$ cat src/hw/rtl/gscc_pkg.sv
// Shared types, codes and constants for the gas sensor calibrate-and-convert block.
// Used by the controller, the datapath, the top level and the port checker.
package gscc_pkg;

    typedef enum logic [1:0] {
        MODE_TICK   = 2'd0,
        MODE_CAL    = 2'd1,
        MODE_READ   = 2'd2,
        MODE_SAMPLE = 2'd3
    } mode_t;

    typedef enum logic [2:0] {
        STAT_NONE       = 3'd0,
        STAT_WAIT       = 3'd1,
        STAT_CAL_DONE   = 3'd2,
        STAT_READ_VALID = 3'd3,
        STAT_NOT_CAL    = 3'd4,
        STAT_BUSY       = 3'd5
    } status_t;

    typedef enum logic [1:0] {
        PUR_NONE = 2'd0,
        PUR_CAL  = 2'd1,
        PUR_READ = 2'd2
    } purpose_t;

    localparam logic [1:0] CFG_HEAT_WAIT = 2'd0;
    localparam logic [1:0] CFG_READ_WAIT = 2'd1;
    localparam logic [1:0] CFG_DIVIDER   = 2'd2;

    typedef enum logic [4:0] {
        S_IDLE, S_RDIV_LD, S_RDIV, S_RDIV_END, S_CDIV_LD, S_CDIV,
        S_LOG_LD, S_LOG_NORM, S_LOG_SQ, S_LOG_FIX, S_POW_MUL, S_POW_RND,
        S_EXP_MUL, S_EXP_FIX, S_SCALE_MUL, S_SCALE_SH, S_FINISH
    } ctrl_state_t;

    typedef enum logic [4:0] {
        OP_NONE, OP_ITEM, OP_RDIV_LD, OP_DIV_STEP, OP_RATIO_SET, OP_CDIV_LD,
        OP_LOG_LD, OP_LOG_NORM, OP_LOG_SQ, OP_LOG_FIX, OP_POW_MUL, OP_POW_RND,
        OP_EXP_MUL, OP_EXP_FIX, OP_SCALE_MUL, OP_SCALE_SH, OP_FINISH
    } dp_op_t;

    typedef struct packed {
        dp_op_t op;
        logic   log_sel;   // 0: log of ratio, 1: log of baseline
    } cmd_t;

    typedef struct packed {
        logic slot_free;   // output register empty or being taken
        logic run_end;     // offered item is the last sample of a run
        logic run_cal;     // current run is a calibration run
        logic div_last;    // divider on its final step
        logic norm_done;   // log mantissa normalized
        logic iter_last;   // last squaring or exp factor step
    } stat_t;

    localparam logic [25:0] MAX26     = 26'h3FF_FFFF;
    localparam logic [23:0] MAX24     = 24'hFF_FFFF;
    localparam logic [16:0] POW_Q16   = 17'd96993;   // 1.48
    localparam logic [15:0] COEF_Q16  = 16'd57475;   // 0.877
    localparam int          DIV_STEPS = 34;

    function automatic logic [63:0] isqrt64(input logic [63:0] v);
        logic [63:0] x;
        logic [63:0] res;
        logic [63:0] b;
        x   = v;
        res = 64'd0;
        b   = 64'd1 << 62;
        for (int i = 0; i < 32; i++) begin
            if (x >= res + b) begin
                x   = x - (res + b);
                res = (res >> 1) + b;
            end else begin
                res = res >> 1;
            end
            b = b >> 2;
        end
        return res;
    endfunction

    // Factors 2^(2^-k), k = 1..16, in Q2.30; entry k-1 at bits [32*(k-1) +: 32].
    function automatic logic [16*32-1:0] exp2_table();
        logic [16*32-1:0] t;
        logic [63:0]      s;
        t = '0;
        s = 64'd2 << 30;
        for (int k = 0; k < 16; k++) begin
            s = isqrt64(s << 30);
            t[k*32 +: 32] = s[31:0];
        end
        return t;
    endfunction

    localparam logic [16*32-1:0] EXP2_FAC = exp2_table();

endpackage

$ cat src/hw/rtl/gscc_ctrl.sv
// Sequencer for the gas sensor block: accepts items and steps the datapath
// through division, log, power and scaling. Depends on gscc_pkg.
module gscc_ctrl (
    input  logic            aclk,
    input  logic            aresetn,
    input  logic            s_tvalid,
    output logic            s_tready,
    input  gscc_pkg::stat_t st,
    output gscc_pkg::cmd_t  cmd
);

    gscc_pkg::ctrl_state_t state_reg, state_next;
    logic                  sel_reg, sel_next;

    always_ff @(posedge aclk) begin
        if (!aresetn) begin
            state_reg <= gscc_pkg::S_IDLE;
            sel_reg   <= 1'b0;
        end else begin
            state_reg <= state_next;
            sel_reg   <= sel_next;
        end
    end

    always_comb begin
        state_next  = state_reg;
        sel_next    = sel_reg;
        cmd.op      = gscc_pkg::OP_NONE;
        cmd.log_sel = sel_reg;
        s_tready    = 1'b0;
        case (state_reg)
            gscc_pkg::S_IDLE: begin
                s_tready = st.slot_free;
                if (s_tvalid && st.slot_free) begin
                    cmd.op = gscc_pkg::OP_ITEM;
                    if (st.run_end) state_next = gscc_pkg::S_RDIV_LD;
                end
            end
            gscc_pkg::S_RDIV_LD: begin
                cmd.op     = gscc_pkg::OP_RDIV_LD;
                state_next = gscc_pkg::S_RDIV;
            end
            gscc_pkg::S_RDIV: begin
                cmd.op = gscc_pkg::OP_DIV_STEP;
                if (st.div_last) state_next = gscc_pkg::S_RDIV_END;
            end
            gscc_pkg::S_RDIV_END: begin
                cmd.op   = gscc_pkg::OP_RATIO_SET;
                sel_next = 1'b0;
                state_next = st.run_cal ? gscc_pkg::S_CDIV_LD : gscc_pkg::S_LOG_LD;
            end
            gscc_pkg::S_CDIV_LD: begin
                cmd.op     = gscc_pkg::OP_CDIV_LD;
                state_next = gscc_pkg::S_CDIV;
            end
            gscc_pkg::S_CDIV: begin
                cmd.op = gscc_pkg::OP_DIV_STEP;
                if (st.div_last) state_next = gscc_pkg::S_FINISH;
            end
            gscc_pkg::S_LOG_LD: begin
                cmd.op     = gscc_pkg::OP_LOG_LD;
                state_next = gscc_pkg::S_LOG_NORM;
            end
            gscc_pkg::S_LOG_NORM: begin
                cmd.op = gscc_pkg::OP_LOG_NORM;
                if (st.norm_done) state_next = gscc_pkg::S_LOG_SQ;
            end
            gscc_pkg::S_LOG_SQ: begin
                cmd.op     = gscc_pkg::OP_LOG_SQ;
                state_next = gscc_pkg::S_LOG_FIX;
            end
            gscc_pkg::S_LOG_FIX: begin
                cmd.op = gscc_pkg::OP_LOG_FIX;
                if (!st.iter_last) begin
                    state_next = gscc_pkg::S_LOG_SQ;
                end else if (sel_reg) begin
                    state_next = gscc_pkg::S_POW_MUL;
                end else begin
                    sel_next   = 1'b1;
                    state_next = gscc_pkg::S_LOG_LD;
                end
            end
            gscc_pkg::S_POW_MUL: begin
                cmd.op     = gscc_pkg::OP_POW_MUL;
                state_next = gscc_pkg::S_POW_RND;
            end
            gscc_pkg::S_POW_RND: begin
                cmd.op     = gscc_pkg::OP_POW_RND;
                state_next = gscc_pkg::S_EXP_MUL;
            end
            gscc_pkg::S_EXP_MUL: begin
                cmd.op     = gscc_pkg::OP_EXP_MUL;
                state_next = gscc_pkg::S_EXP_FIX;
            end
            gscc_pkg::S_EXP_FIX: begin
                cmd.op     = gscc_pkg::OP_EXP_FIX;
                state_next = st.iter_last ? gscc_pkg::S_SCALE_MUL : gscc_pkg::S_EXP_MUL;
            end
            gscc_pkg::S_SCALE_MUL: begin
                cmd.op     = gscc_pkg::OP_SCALE_MUL;
                state_next = gscc_pkg::S_SCALE_SH;
            end
            gscc_pkg::S_SCALE_SH: begin
                cmd.op     = gscc_pkg::OP_SCALE_SH;
                state_next = gscc_pkg::S_FINISH;
            end
            gscc_pkg::S_FINISH: begin
                // hold the result until the output register is free
                if (st.slot_free) begin
                    cmd.op     = gscc_pkg::OP_FINISH;
                    state_next = gscc_pkg::S_IDLE;
                end
            end
            default: state_next = gscc_pkg::S_IDLE;
        endcase
    end

endmodule

$ cat src/hw/rtl/gscc_dp.sv
// Datapath of the gas sensor block: request state, timer, sample sums, serial
// divider, log2/exp2 steps on one shared multiplier, output register. Uses gscc_pkg.
module gscc_dp #(
    parameter int SAMPLES = 16
) (
    input  logic            aclk,
    input  logic            aresetn,
    input  logic            cfg_wr_en,
    input  logic [1:0]      cfg_addr,
    input  logic [19:0]     cfg_wr_data,
    input  logic [1:0]      in_mode,
    input  logic [9:0]      in_sample,
    input  logic            m_tready,
    input  gscc_pkg::cmd_t  cmd,
    output gscc_pkg::stat_t st,
    output logic            out_valid,
    output logic [2:0]      out_status,
    output logic [23:0]     out_permill,
    output logic [25:0]     out_baseline,
    output logic            out_cal,
    output logic            out_rd
);

    localparam logic [16:0] FULL_SCALE = 17'(1024 * SAMPLES);
    localparam logic [6:0]  RUN_LEN    = 7'(SAMPLES);
    localparam logic [5:0]  DIV_LAST   = 6'(gscc_pkg::DIV_STEPS - 1);

    // configuration
    logic [19:0] heat_wait_reg, heat_wait_next;
    logic [15:0] read_wait_reg, read_wait_next;
    logic [15:0] divider_reg, divider_next;
    // request state
    logic        cal_reg, cal_next, rd_reg, rd_next, armed_reg, armed_next;
    logic [19:0] rem_ms_reg, rem_ms_next;
    logic [15:0] sum_reg, sum_next;
    logic [6:0]  left_reg, left_next;
    logic [1:0]  purpose_reg, purpose_next;
    logic [25:0] r0_reg, r0_next;
    // arithmetic
    logic [33:0] dvd_reg, dvd_next;
    logic [15:0] drem_reg, drem_next, dsr_reg, dsr_next;
    logic [5:0]  dcnt_reg, dcnt_next;
    logic [25:0] ratio_reg, ratio_next;
    logic [31:0] m_reg, m_next;
    logic [4:0]  shift_reg, shift_next;
    logic [15:0] frac_reg, frac_next;
    logic [3:0]  iter_reg, iter_next;
    logic [21:0] la_reg, la_next, lb_reg, lb_next;
    logic        pos_reg, pos_next;
    logic [9:0]  n_reg, n_next;
    logic [15:0] f_reg, f_next;
    logic [63:0] prod_reg, prod_next;
    logic [23:0] pm_reg, pm_next;
    // output register
    logic        ov_reg, ov_next;
    logic [2:0]  os_reg, os_next;
    logic [23:0] opm_reg, opm_next;
    logic [25:0] ob_reg, ob_next;
    logic        oc_reg, oc_next, or_reg, or_next;

    logic [31:0] mul_a, mul_b;
    logic        timer_ready;
    logic        slot_free;

    assign timer_ready = armed_reg && (rem_ms_reg == 20'd0);
    assign slot_free   = !ov_reg || m_tready;

    always_comb begin
        st.slot_free = slot_free;
        st.run_end   = (in_mode == gscc_pkg::MODE_SAMPLE) && (purpose_reg != gscc_pkg::PUR_NONE)
                       && (left_reg == 7'd1);
        st.run_cal   = (purpose_reg == gscc_pkg::PUR_CAL);
        st.div_last  = (dcnt_reg == DIV_LAST);
        st.norm_done = m_reg[30];
        st.iter_last = (iter_reg == 4'd15);
    end

    // operand select for the one shared multiplier
    always_comb begin
        logic signed [22:0] ldiff;
        logic [22:0]        lmag;
        ldiff = $signed({la_reg[21], la_reg}) - $signed({lb_reg[21], lb_reg});
        lmag  = ldiff[22] ? 23'(-ldiff) : 23'(ldiff);
        mul_a = m_reg;
        mul_b = m_reg;
        case (cmd.op)
            gscc_pkg::OP_POW_MUL: begin
                mul_a = 32'(lmag);
                mul_b = 32'(gscc_pkg::POW_Q16);
            end
            gscc_pkg::OP_EXP_MUL:   mul_b = gscc_pkg::EXP2_FAC[iter_reg*32 +: 32];
            gscc_pkg::OP_SCALE_MUL: mul_b = 32'(gscc_pkg::COEF_Q16);
            default: ;
        endcase
    end

    always_comb begin
        logic [16:0]        rem_sh;
        logic [33:0]        dvd_sh;
        logic [31:0]        t;
        logic [5:0]         lexp;
        logic signed [22:0] ldiff;
        logic [23:0]        rr;
        logic [25:0]        e;
        logic [5:0]         sh;
        logic [46:0]        v;
        logic [25:0]        quo_sat;
        logic [15:0]        smp_sum;
        logic [6:0]         left_dec;

        heat_wait_next = heat_wait_reg;
        read_wait_next = read_wait_reg;
        divider_next   = divider_reg;
        cal_next = cal_reg; rd_next = rd_reg; armed_next = armed_reg;
        rem_ms_next = rem_ms_reg; sum_next = sum_reg; left_next = left_reg;
        purpose_next = purpose_reg; r0_next = r0_reg;
        dvd_next = dvd_reg; drem_next = drem_reg; dsr_next = dsr_reg; dcnt_next = dcnt_reg;
        ratio_next = ratio_reg; m_next = m_reg; shift_next = shift_reg;
        frac_next = frac_reg; iter_next = iter_reg; la_next = la_reg; lb_next = lb_reg;
        pos_next = pos_reg; n_next = n_reg; f_next = f_reg; prod_next = prod_reg;
        pm_next = pm_reg;
        ov_next = ov_reg && !m_tready;
        os_next = os_reg; opm_next = opm_reg; ob_next = ob_reg;
        oc_next = oc_reg; or_next = or_reg;

        rem_sh   = {drem_reg, dvd_reg[33]};
        dvd_sh   = {dvd_reg[32:0], 1'b0};
        t        = prod_reg[61:30];
        lexp     = 6'd14 - {1'b0, shift_reg};
        ldiff    = $signed({la_reg[21], la_reg}) - $signed({lb_reg[21], lb_reg});
        rr       = 24'((prod_reg[39:0] + 40'd32768) >> 16);
        e        = pos_reg ? 26'(-{2'b00, rr}) : {2'b00, rr};
        sh       = 6'(10'd46 - n_reg);
        v        = prod_reg[46:0] >> sh;
        quo_sat  = (|dvd_reg[33:26]) ? gscc_pkg::MAX26 : dvd_reg[25:0];
        smp_sum  = sum_reg + 16'(in_sample);
        left_dec = left_reg - 7'd1;

        if (cfg_wr_en) begin
            case (cfg_addr)
                gscc_pkg::CFG_HEAT_WAIT: heat_wait_next = cfg_wr_data;
                gscc_pkg::CFG_READ_WAIT: read_wait_next = cfg_wr_data[15:0];
                gscc_pkg::CFG_DIVIDER:   divider_next   = cfg_wr_data[15:0];
                default: ;
            endcase
        end

        case (cmd.op)
            gscc_pkg::OP_ITEM: begin
                os_next = gscc_pkg::STAT_NONE;
                case (in_mode)
                    gscc_pkg::MODE_TICK: begin
                        if (armed_reg && rem_ms_reg != 20'd0) rem_ms_next = rem_ms_reg - 20'd1;
                    end
                    gscc_pkg::MODE_CAL: begin
                        if (purpose_reg != gscc_pkg::PUR_NONE) begin
                            os_next = gscc_pkg::STAT_BUSY;
                        end else if (!cal_reg) begin
                            cal_next = 1'b1; armed_next = 1'b1; rem_ms_next = heat_wait_reg;
                            os_next = gscc_pkg::STAT_WAIT;
                        end else if (timer_ready) begin
                            armed_next = 1'b0;
                            purpose_next = gscc_pkg::PUR_CAL; left_next = RUN_LEN;
                            sum_next = 16'd0;
                            os_next = gscc_pkg::STAT_BUSY;
                        end else begin
                            if (!armed_reg) begin
                                armed_next = 1'b1; rem_ms_next = heat_wait_reg;
                            end
                            os_next = gscc_pkg::STAT_WAIT;
                        end
                    end
                    gscc_pkg::MODE_READ: begin
                        if (purpose_reg != gscc_pkg::PUR_NONE) begin
                            os_next = gscc_pkg::STAT_BUSY;
                        end else if (cal_reg) begin
                            os_next = gscc_pkg::STAT_NONE;
                        end else if (!rd_reg) begin
                            rd_next = 1'b1; armed_next = 1'b1;
                            rem_ms_next = 20'(read_wait_reg);
                            os_next = gscc_pkg::STAT_WAIT;
                        end else if (timer_ready) begin
                            armed_next = 1'b1; rem_ms_next = 20'(read_wait_reg);
                            if (r0_reg != 26'd0) begin
                                purpose_next = gscc_pkg::PUR_READ; left_next = RUN_LEN;
                                sum_next = 16'd0;
                                os_next = gscc_pkg::STAT_BUSY;
                            end else begin
                                os_next = gscc_pkg::STAT_NOT_CAL;
                            end
                        end else begin
                            if (!armed_reg) begin
                                armed_next = 1'b1; rem_ms_next = 20'(read_wait_reg);
                            end
                            os_next = gscc_pkg::STAT_WAIT;
                        end
                    end
                    default: begin
                        if (purpose_reg != gscc_pkg::PUR_NONE && left_reg != 7'd0) begin
                            sum_next  = smp_sum;
                            left_next = left_dec;
                            os_next   = gscc_pkg::STAT_BUSY;
                        end
                    end
                endcase
                // the last sample of a run reports after the arithmetic
                if (!st.run_end) begin
                    ov_next  = 1'b1;
                    opm_next = 24'd0;
                    ob_next  = r0_reg;
                    oc_next  = cal_next;
                    or_next  = rd_next;
                end
            end
            gscc_pkg::OP_RDIV_LD: begin
                dvd_next  = {1'b0, FULL_SCALE - {1'b0, sum_reg}, 16'd0};
                dsr_next  = sum_reg;
                drem_next = 16'd0;
                dcnt_next = 6'd0;
            end
            gscc_pkg::OP_CDIV_LD: begin
                dvd_next  = {ratio_reg, 8'd0};
                dsr_next  = (divider_reg == 16'd0) ? 16'd1 : divider_reg;
                drem_next = 16'd0;
                dcnt_next = 6'd0;
            end
            gscc_pkg::OP_DIV_STEP: begin
                if (rem_sh >= {1'b0, dsr_reg}) begin
                    drem_next = 16'(rem_sh - {1'b0, dsr_reg});
                    dvd_next  = {dvd_sh[33:1], 1'b1};
                end else begin
                    drem_next = rem_sh[15:0];
                    dvd_next  = dvd_sh;
                end
                dcnt_next = dcnt_reg + 6'd1;
            end
            gscc_pkg::OP_RATIO_SET: begin
                // an all-zero sum saturates the ratio
                ratio_next = (sum_reg == 16'd0) ? gscc_pkg::MAX26 : quo_sat;
            end
            gscc_pkg::OP_LOG_LD: begin
                m_next     = {6'd0, (cmd.log_sel ? r0_reg : ratio_reg)};
                shift_next = 5'd0;
                frac_next  = 16'd0;
                iter_next  = 4'd0;
            end
            gscc_pkg::OP_LOG_NORM: begin
                if (!m_reg[30]) begin
                    m_next     = {m_reg[30:0], 1'b0};
                    shift_next = shift_reg + 5'd1;
                end
            end
            gscc_pkg::OP_LOG_SQ, gscc_pkg::OP_POW_MUL, gscc_pkg::OP_EXP_MUL,
            gscc_pkg::OP_SCALE_MUL: begin
                prod_next = 64'(mul_a) * 64'(mul_b);
                if (cmd.op == gscc_pkg::OP_POW_MUL) pos_next = (ldiff > 23'sd0);
            end
            gscc_pkg::OP_LOG_FIX: begin
                if (t[31]) begin
                    m_next    = {1'b0, t[31:1]};
                    frac_next = {frac_reg[14:0], 1'b1};
                end else begin
                    m_next    = t;
                    frac_next = {frac_reg[14:0], 1'b0};
                end
                iter_next = iter_reg + 4'd1;
                if (iter_reg == 4'd15) begin
                    if (cmd.log_sel) lb_next = {lexp, frac_next};
                    else             la_next = {lexp, frac_next};
                end
            end
            gscc_pkg::OP_POW_RND: begin
                n_next    = e[25:16];
                f_next    = e[15:0];
                m_next    = 32'd1 << 30;
                iter_next = 4'd0;
            end
            gscc_pkg::OP_EXP_FIX: begin
                if (f_reg[15]) m_next = t;
                f_next    = {f_reg[14:0], 1'b0};
                iter_next = iter_reg + 4'd1;
            end
            gscc_pkg::OP_SCALE_SH: begin
                if ($signed(n_reg) >= 10'sd46)       pm_next = gscc_pkg::MAX24;
                else if ($signed(n_reg) <= -10'sd18) pm_next = 24'd0;
                else if (|v[46:24])                  pm_next = gscc_pkg::MAX24;
                else                                 pm_next = v[23:0];
            end
            gscc_pkg::OP_FINISH: begin
                opm_next = 24'd0;
                if (purpose_reg == gscc_pkg::PUR_CAL) begin
                    r0_next  = quo_sat;
                    cal_next = 1'b0;
                    os_next  = gscc_pkg::STAT_CAL_DONE;
                end else if (r0_reg != 26'd0) begin
                    opm_next = pm_reg;
                    os_next  = gscc_pkg::STAT_READ_VALID;
                end else begin
                    os_next  = gscc_pkg::STAT_NOT_CAL;
                end
                purpose_next = gscc_pkg::PUR_NONE;
                ov_next = 1'b1;
                ob_next = r0_next;
                oc_next = cal_next;
                or_next = rd_reg;
            end
            default: ;
        endcase
    end

    always_ff @(posedge aclk) begin
        if (!aresetn) begin
            heat_wait_reg <= 20'd60000;
            read_wait_reg <= 16'd1000;
            divider_reg   <= 16'd15360;
            cal_reg       <= 1'b0;
            rd_reg        <= 1'b0;
            armed_reg     <= 1'b0;
            rem_ms_reg    <= 20'd0;
            sum_reg       <= 16'd0;
            left_reg      <= 7'd0;
            purpose_reg   <= gscc_pkg::PUR_NONE;
            r0_reg        <= 26'd0;
            ov_reg        <= 1'b0;
        end else begin
            heat_wait_reg <= heat_wait_next;
            read_wait_reg <= read_wait_next;
            divider_reg   <= divider_next;
            cal_reg       <= cal_next;
            rd_reg        <= rd_next;
            armed_reg     <= armed_next;
            rem_ms_reg    <= rem_ms_next;
            sum_reg       <= sum_next;
            left_reg      <= left_next;
            purpose_reg   <= purpose_next;
            r0_reg        <= r0_next;
            ov_reg        <= ov_next;
        end
    end

    always_ff @(posedge aclk) begin
        dvd_reg   <= dvd_next;   drem_reg  <= drem_next;  dsr_reg <= dsr_next;
        dcnt_reg  <= dcnt_next;  ratio_reg <= ratio_next; m_reg   <= m_next;
        shift_reg <= shift_next; frac_reg  <= frac_next;  iter_reg <= iter_next;
        la_reg    <= la_next;    lb_reg    <= lb_next;    pos_reg <= pos_next;
        n_reg     <= n_next;     f_reg     <= f_next;     prod_reg <= prod_next;
        pm_reg    <= pm_next;    os_reg    <= os_next;    opm_reg <= opm_next;
        ob_reg    <= ob_next;    oc_reg    <= oc_next;    or_reg  <= or_next;
    end

    assign out_valid    = ov_reg;
    assign out_status   = os_reg;
    assign out_permill  = opm_reg;
    assign out_baseline = ob_reg;
    assign out_cal      = oc_reg;
    assign out_rd       = or_reg;

endmodule

$ cat src/hw/rtl/gas_sensor_calibrate_and_convert_unit.sv
// Top level of the gas sensor calibrate-and-convert block: stream ports,
// controller and datapath. Depends on gscc_pkg, gscc_ctrl and gscc_dp.
// Tick, request and mid-run sample items give their result in the cycle after
// acceptance. The last sample of a calibration run goes through two 34-step serial
// divisions; that of a reading run through one division, two log2 units (normalize
// and squaring steps on the shared multiplier), exp2 steps and scaling.
// One item at a time.
// Reset (aresetn low, synchronous): config and state to defaults, uncalibrated, no output.
module gas_sensor_calibrate_and_convert_unit #(
    parameter int SAMPLES = 16      // samples averaged per run, 1 to 64
) (
    input  logic        aclk,
    input  logic        aresetn,
    // configuration write port
    input  logic        cfg_wr_en,
    input  logic [1:0]  cfg_addr,
    input  logic [19:0] cfg_wr_data,
    // input items
    input  logic        s_tvalid,
    output logic        s_tready,
    input  logic [15:0] s_tdata,    // [9:0] sample, [15:10] zero
    input  logic [1:0]  s_tuser,    // [1:0] mode
    // result items
    output logic        m_tvalid,
    input  logic        m_tready,
    output logic [55:0] m_tdata,    // [23:0] permill, [49:24] baseline, [50] calibrating,
                                    // [51] reading_started, [55:52] zero
    output logic [2:0]  m_tuser     // [2:0] status
);

    gscc_pkg::cmd_t  cmd;
    gscc_pkg::stat_t st;

    logic [23:0] out_permill;
    logic [25:0] out_baseline;
    logic        out_cal;
    logic        out_rd;

    // sequence item handling and the long arithmetic of a finished run
    gscc_ctrl u_ctrl (
        .aclk     (aclk),
        .aresetn  (aresetn),
        .s_tvalid (s_tvalid),
        .s_tready (s_tready),
        .st       (st),
        .cmd      (cmd)
    );

    // hold the block state, the arithmetic units and the output register
    gscc_dp #(
        .SAMPLES (SAMPLES)
    ) u_dp (
        .aclk         (aclk),
        .aresetn      (aresetn),
        .cfg_wr_en    (cfg_wr_en),
        .cfg_addr     (cfg_addr),
        .cfg_wr_data  (cfg_wr_data),
        .in_mode      (s_tuser),
        .in_sample    (s_tdata[9:0]),
        .m_tready     (m_tready),
        .cmd          (cmd),
        .st           (st),
        .out_valid    (m_tvalid),
        .out_status   (m_tuser),
        .out_permill  (out_permill),
        .out_baseline (out_baseline),
        .out_cal      (out_cal),
        .out_rd       (out_rd)
    );

    // pack result fields, lowest field first
    assign m_tdata = {4'd0, out_rd, out_cal, out_baseline, out_permill};

endmodule

$ cat config.mk
export PLATFORM = sky130hd
export DESIGN_NAME = gas_sensor_calibrate_and_convert_unit
export DESIGN_NICKNAME = d
export VERILOG_FILES = /design/src/hw/rtl/gscc_pkg.sv /design/src/hw/rtl/gscc_ctrl.sv /design/src/hw/rtl/gscc_dp.sv /design/src/hw/rtl/gas_sensor_calibrate_and_convert_unit.sv
export SDC_FILE = /design/constraint.sdc
export NUM_CORES = 2
export LEC_CHECK = 0
export CORE_UTILIZATION = 65
export CTS_CLUSTER_SIZE = 14
export DETAILED_ROUTE_END_ITERATION = 7
export DONT_BUFFER_PORTS = 1
export PLACE_DENSITY = 0.9
export SYNTH_ARGS = -nofsm -noshare
export SYNTH_HDL_FRONTEND = slang
export SYNTH_SLANG_ARGS = --single-unit
$ cat constraint.sdc
create_clock -name aclk -period 12.5 [get_ports aclk]
set_clock_uncertainty 0.15 [all_clocks]
set_input_delay 1.875 -clock aclk [delete_from_list [all_inputs] [get_ports aclk]]
set_output_delay 1.875 -clock aclk [all_outputs]
set_load 0.03 [all_outputs]
==> qor.yml <==
routing:
  drt_drc_violations_left: 59
  via_per_inst: 6.47
  drtIter0Drc: 7147
  via_count: 50368
  first_drt_pass_iteration_count: 8
  avgRoutedWirePerCell_um: 24.7
  route.antenna.remaining_nets: 0
  drt-total-wl_mm: 192
synth:
  synth_cell_type_count: 100
  ys.warnings.count: 0
  count_of_flip_flops_with_a_built_in_enable_after_synthesis: 366
  synth_async_sr_flop_share: 0
  syn-cell-area_mm2: 0.0607
  postSynthAreaPerCell_um2: 9.07
  synth.ff_latch_count: 499
  syn_inst: 6691
  dominantRegCellSynth: "sky130_fd_sc_hd__edfxtp_1"
  synth_seq_area_share: 0.225
cts:
  cts.repair_timing.setup_buffer_count: 0
  worst_skew_pair.late_latency_ps: 650
  htree_levels: 2
  clk_pin_slew_ps: 70
  hold_buffers: 0
  tritoncts: "yes"
  maximum_root_to_sink_buffer_count: 3
  cts-buffers-inserted: 45
  cts_root_buf: "sky130_fd_sc_hd__clkbuf_16"
  tritoncts_num_sinks: 499
hold_path:
  worstHoldEndpoint: "u_dp.lb_reg[15]$_DFFE_PP_"
  hp-start: "u_dp.frac_reg[14]$_SDFFCE_PN0P_"
  hold_path.class: "register to register"
  hold_path_depth: 0
timing:
  hold_viol_final: 0
  report.final.slew_viol_count: 0
  maxSlewHeadroom: 0.0559
  setup_viol: 0
  fin_crit_sh: 0.976
  setup-tns-final_ps: 0
  setup_ws_ps: 302
  fmaxAchievable_ghz: 0.0820
  timing_worst_slew_pin_value_ps: 1420
  period_minus_slack_ps: 12200
  holdWs_ps: 304
setup_path:
  slowest_stage: "sky130_fd_sc_hd__fa_1"
  worst_r2r_path_depth: 33
  critical_path.max_fanout: 12
  worstSetupPathDepth: 33
  worst_setup_path_start_kind: "register"
  cp_common_cell: "sky130_fd_sc_hd__fa_1"
  nature_of_the_critical_path_endpoint: "register"
  crit_family: "adder cells"
  reg2reg_slack_ps: 300
  worst-endpoint-required_ps: 12690
  regToRegEndpoint: "u_dp.prod_reg[48]$_DFFE_PP_"
  crit_path_start: "u_dp.la_reg[0]$_DFFE_PP_"
  critical-path-max-stage-delay_ps: 640
  cp_num_buf_inv: 5
  crit-reg2reg-launch: "u_dp.la_reg[0]$_DFFE_PP_"
  criticalPathCategory: "register to register"
  crit_arrival_ps: 12390
global_route:
  grt_overflow: 0
  grt_antenna_before_repair: 9
  grt_max_degree: 125
  all_layer_global_routing_usage: 0.413
  first_global_vias: 50801
  first_pass_grt_wire_length_mm: 294
cells_and_area:
  final-instance-count-excl-fill: 7786
  largest_register_ffs: 62
  synthToLayoutAreaGrowth_pct: 4.87
  layout.nets: 7766
  most-common-layout-cells: "sky130_fd_sc_hd__inv_1, sky130_fd_sc_hd__nand2_1, sky130_fd_sc_hd__fa_1"
  layout-drive-gt1-share: 0.0566
  fin_util: 0.691
  layout_commonest_cell: "sky130_fd_sc_hd__inv_1"
placement:
  io_buffer_count: 0
  place_inst: 7698
  detailedPlace.worstSlack_ps: 427
  place_congestion: 1.11
  hpwlAfterDp_mm: 144
flow_run:
  max-cap-violations: 0
power_and_ir_drop:
  vdd_ir_drop_max_mv: 0.119
  power.density_cell_area_mw_per_mm2: 80.5
  p_leak_nw: 29.1
floorplan:
  count_of_standard_cell_rows: 111
  die-width_um: 308
  dieHeight_um: 308
  design.core.area_mm2: 0.0921
  fp.dieArea_mm2: 0.0946
  initial_utilization: 0.659
  io_pins: 106
outcome:
  status: "finished with violations"
  violated_checks: "design-rule violations"
[cell families after synthesis]
group                    after synthesis  synth area share
AO/OA/AOI/OAI                        986             0.109
XOR/XNOR                             199            0.0287
adder cells (fa/ha/maj)             1219             0.363
buffers and inverters               1447            0.0907
flip-flops                           499             0.225
multiplexers                         104            0.0233
other                                  1         0.0000618
AND/OR/NAND/NOR                     2236             0.161
[worst max-delay path by stage]
| stage | end | slack (ps) |
|---|---|---|
| final | u_dp.prod_reg[48]$_DFFE_PP_ | 300 |
| after global routing | u_dp.prod_reg[56]$_DFFE_PP_ | -1 |
| after CTS | u_dp.prod_reg[51]$_DFFE_PP_ | 370 |
| after detailed placement | u_dp.prod_reg[51]$_DFFE_PP_ | 430 |
| after global placement | u_dp.prod_reg[51]$_DFFE_PP_ | 580 |
| after floorplan | u_dp.prod_reg[48]$_DFFE_PP_ | 1680 |
[metrics by stage]
step,cell area [µm²],power [mW]
2_1_floorplan,60700,3.22
3_3_place_gp,62100,3.58
3_5_place_dp,62100,3.64
4_1_cts,63600,5.07
5_1_grt,63600,5.33
6_report,63600,5.12
[synthesized netlist by cell type (34+ instances only)]
library cell / n / share of area
sky130_fd_sc_hd__edfxtp_1: 366 / 0.18
sky130_fd_sc_hd__inv_1: 1054 / 0.065
sky130_fd_sc_hd__o21ai_0: 230 / 0.019
sky130_fd_sc_hd__xor2_1: 78 / 0.011
sky130_fd_sc_hd__and2_1: 119 / 0.012
sky130_fd_sc_hd__nor2b_1: 71 / 0.0073
sky130_fd_sc_hd__a211oi_1: 56 / 0.0069
sky130_fd_sc_hd__a21oi_1: 206 / 0.017
sky130_fd_sc_hd__a31oi_1: 37 / 0.0038
sky130_fd_sc_hd__nand2_1: 944 / 0.058
sky130_fd_sc_hd__mux2i_1: 54 / 0.0089
sky130_fd_sc_hd__or3_1: 46 / 0.0047
sky130_fd_sc_hd__nand2b_1: 34 / 0.0035
sky130_fd_sc_hd__o21a_1: 36 / 0.0045
sky130_fd_sc_hd__nor3_1: 53 / 0.0044
sky130_fd_sc_hd__fa_1: 898 / 0.30
sky130_fd_sc_hd__nor2_1: 702 / 0.043
sky130_fd_sc_hd__a22oi_1: 39 / 0.0048
sky130_fd_sc_hd__ha_1: 321 / 0.066
sky130_fd_sc_hd__nand3_1: 97 / 0.0080
sky130_fd_sc_hd__xnor2_1: 121 / 0.017
sky130_fd_sc_hd__clkbuf_1: 344 / 0.021
sky130_fd_sc_hd__dfxtp_1: 133 / 0.044
sky130_fd_sc_hd__a21boi_0: 44 / 0.0054
sky130_fd_sc_hd__a21o_1: 69 / 0.0085
[worst register-to-register path: cells and delay by family, from the launching register on]
kind | cells | cell delay (ps)
AO/OA/AOI/OAI | 10 | 3690
XOR/XNOR | 2 | 620
adder cells (fa/ha/maj) | 11 | 5070
buffers and inverters | 5 | 580
flip-flops | 1 | 370
AND/OR/NAND/NOR | 5 | 1480
[cell type report]
type / count / area [µm²]
Multi-Input combinational cell: 4748 / 41800
Fill cell: 6727 / 28500
Sequential cell: 499 / 13700
Inverter: 1056 / 3960
Tap cell: 1243 / 1560
Clock buffer: 68 / 1290
Timing Repair Buffer: 152 / 1140
Clock inverter: 14 / 215
Antenna cell: 6 / 15.0
[power breakdown]
| part | internal, mW | switching (mW) |
|---|---|---|
| Sequential | 1.98 | 0.177 |
| Combinational | 0.566 | 0.959 |
| Clock | 0.804 | 0.634 |
| Total | 3.35 | 1.77 |
[what timing repair did]
action                                 4_1_cts  5_1_grt
setup endpoints to repair                    0       11
gates resized for setup                      0        3
endpoints found under the hold margin        0        0
[routing by layer]
layer	routed length [µm]	global-route usage	share of wire	up-vias
li1	-	-	-	21169
met3	26400	0.145	0.14	1003
met2	83100	0.617	0.43	3744
met1	66400	0.507	0.34	24442
met5	66	0.00310	0.00034	-
met4	16600	0.275	0.086	10
No activity file was read; power rests on OpenSTA's default activity.
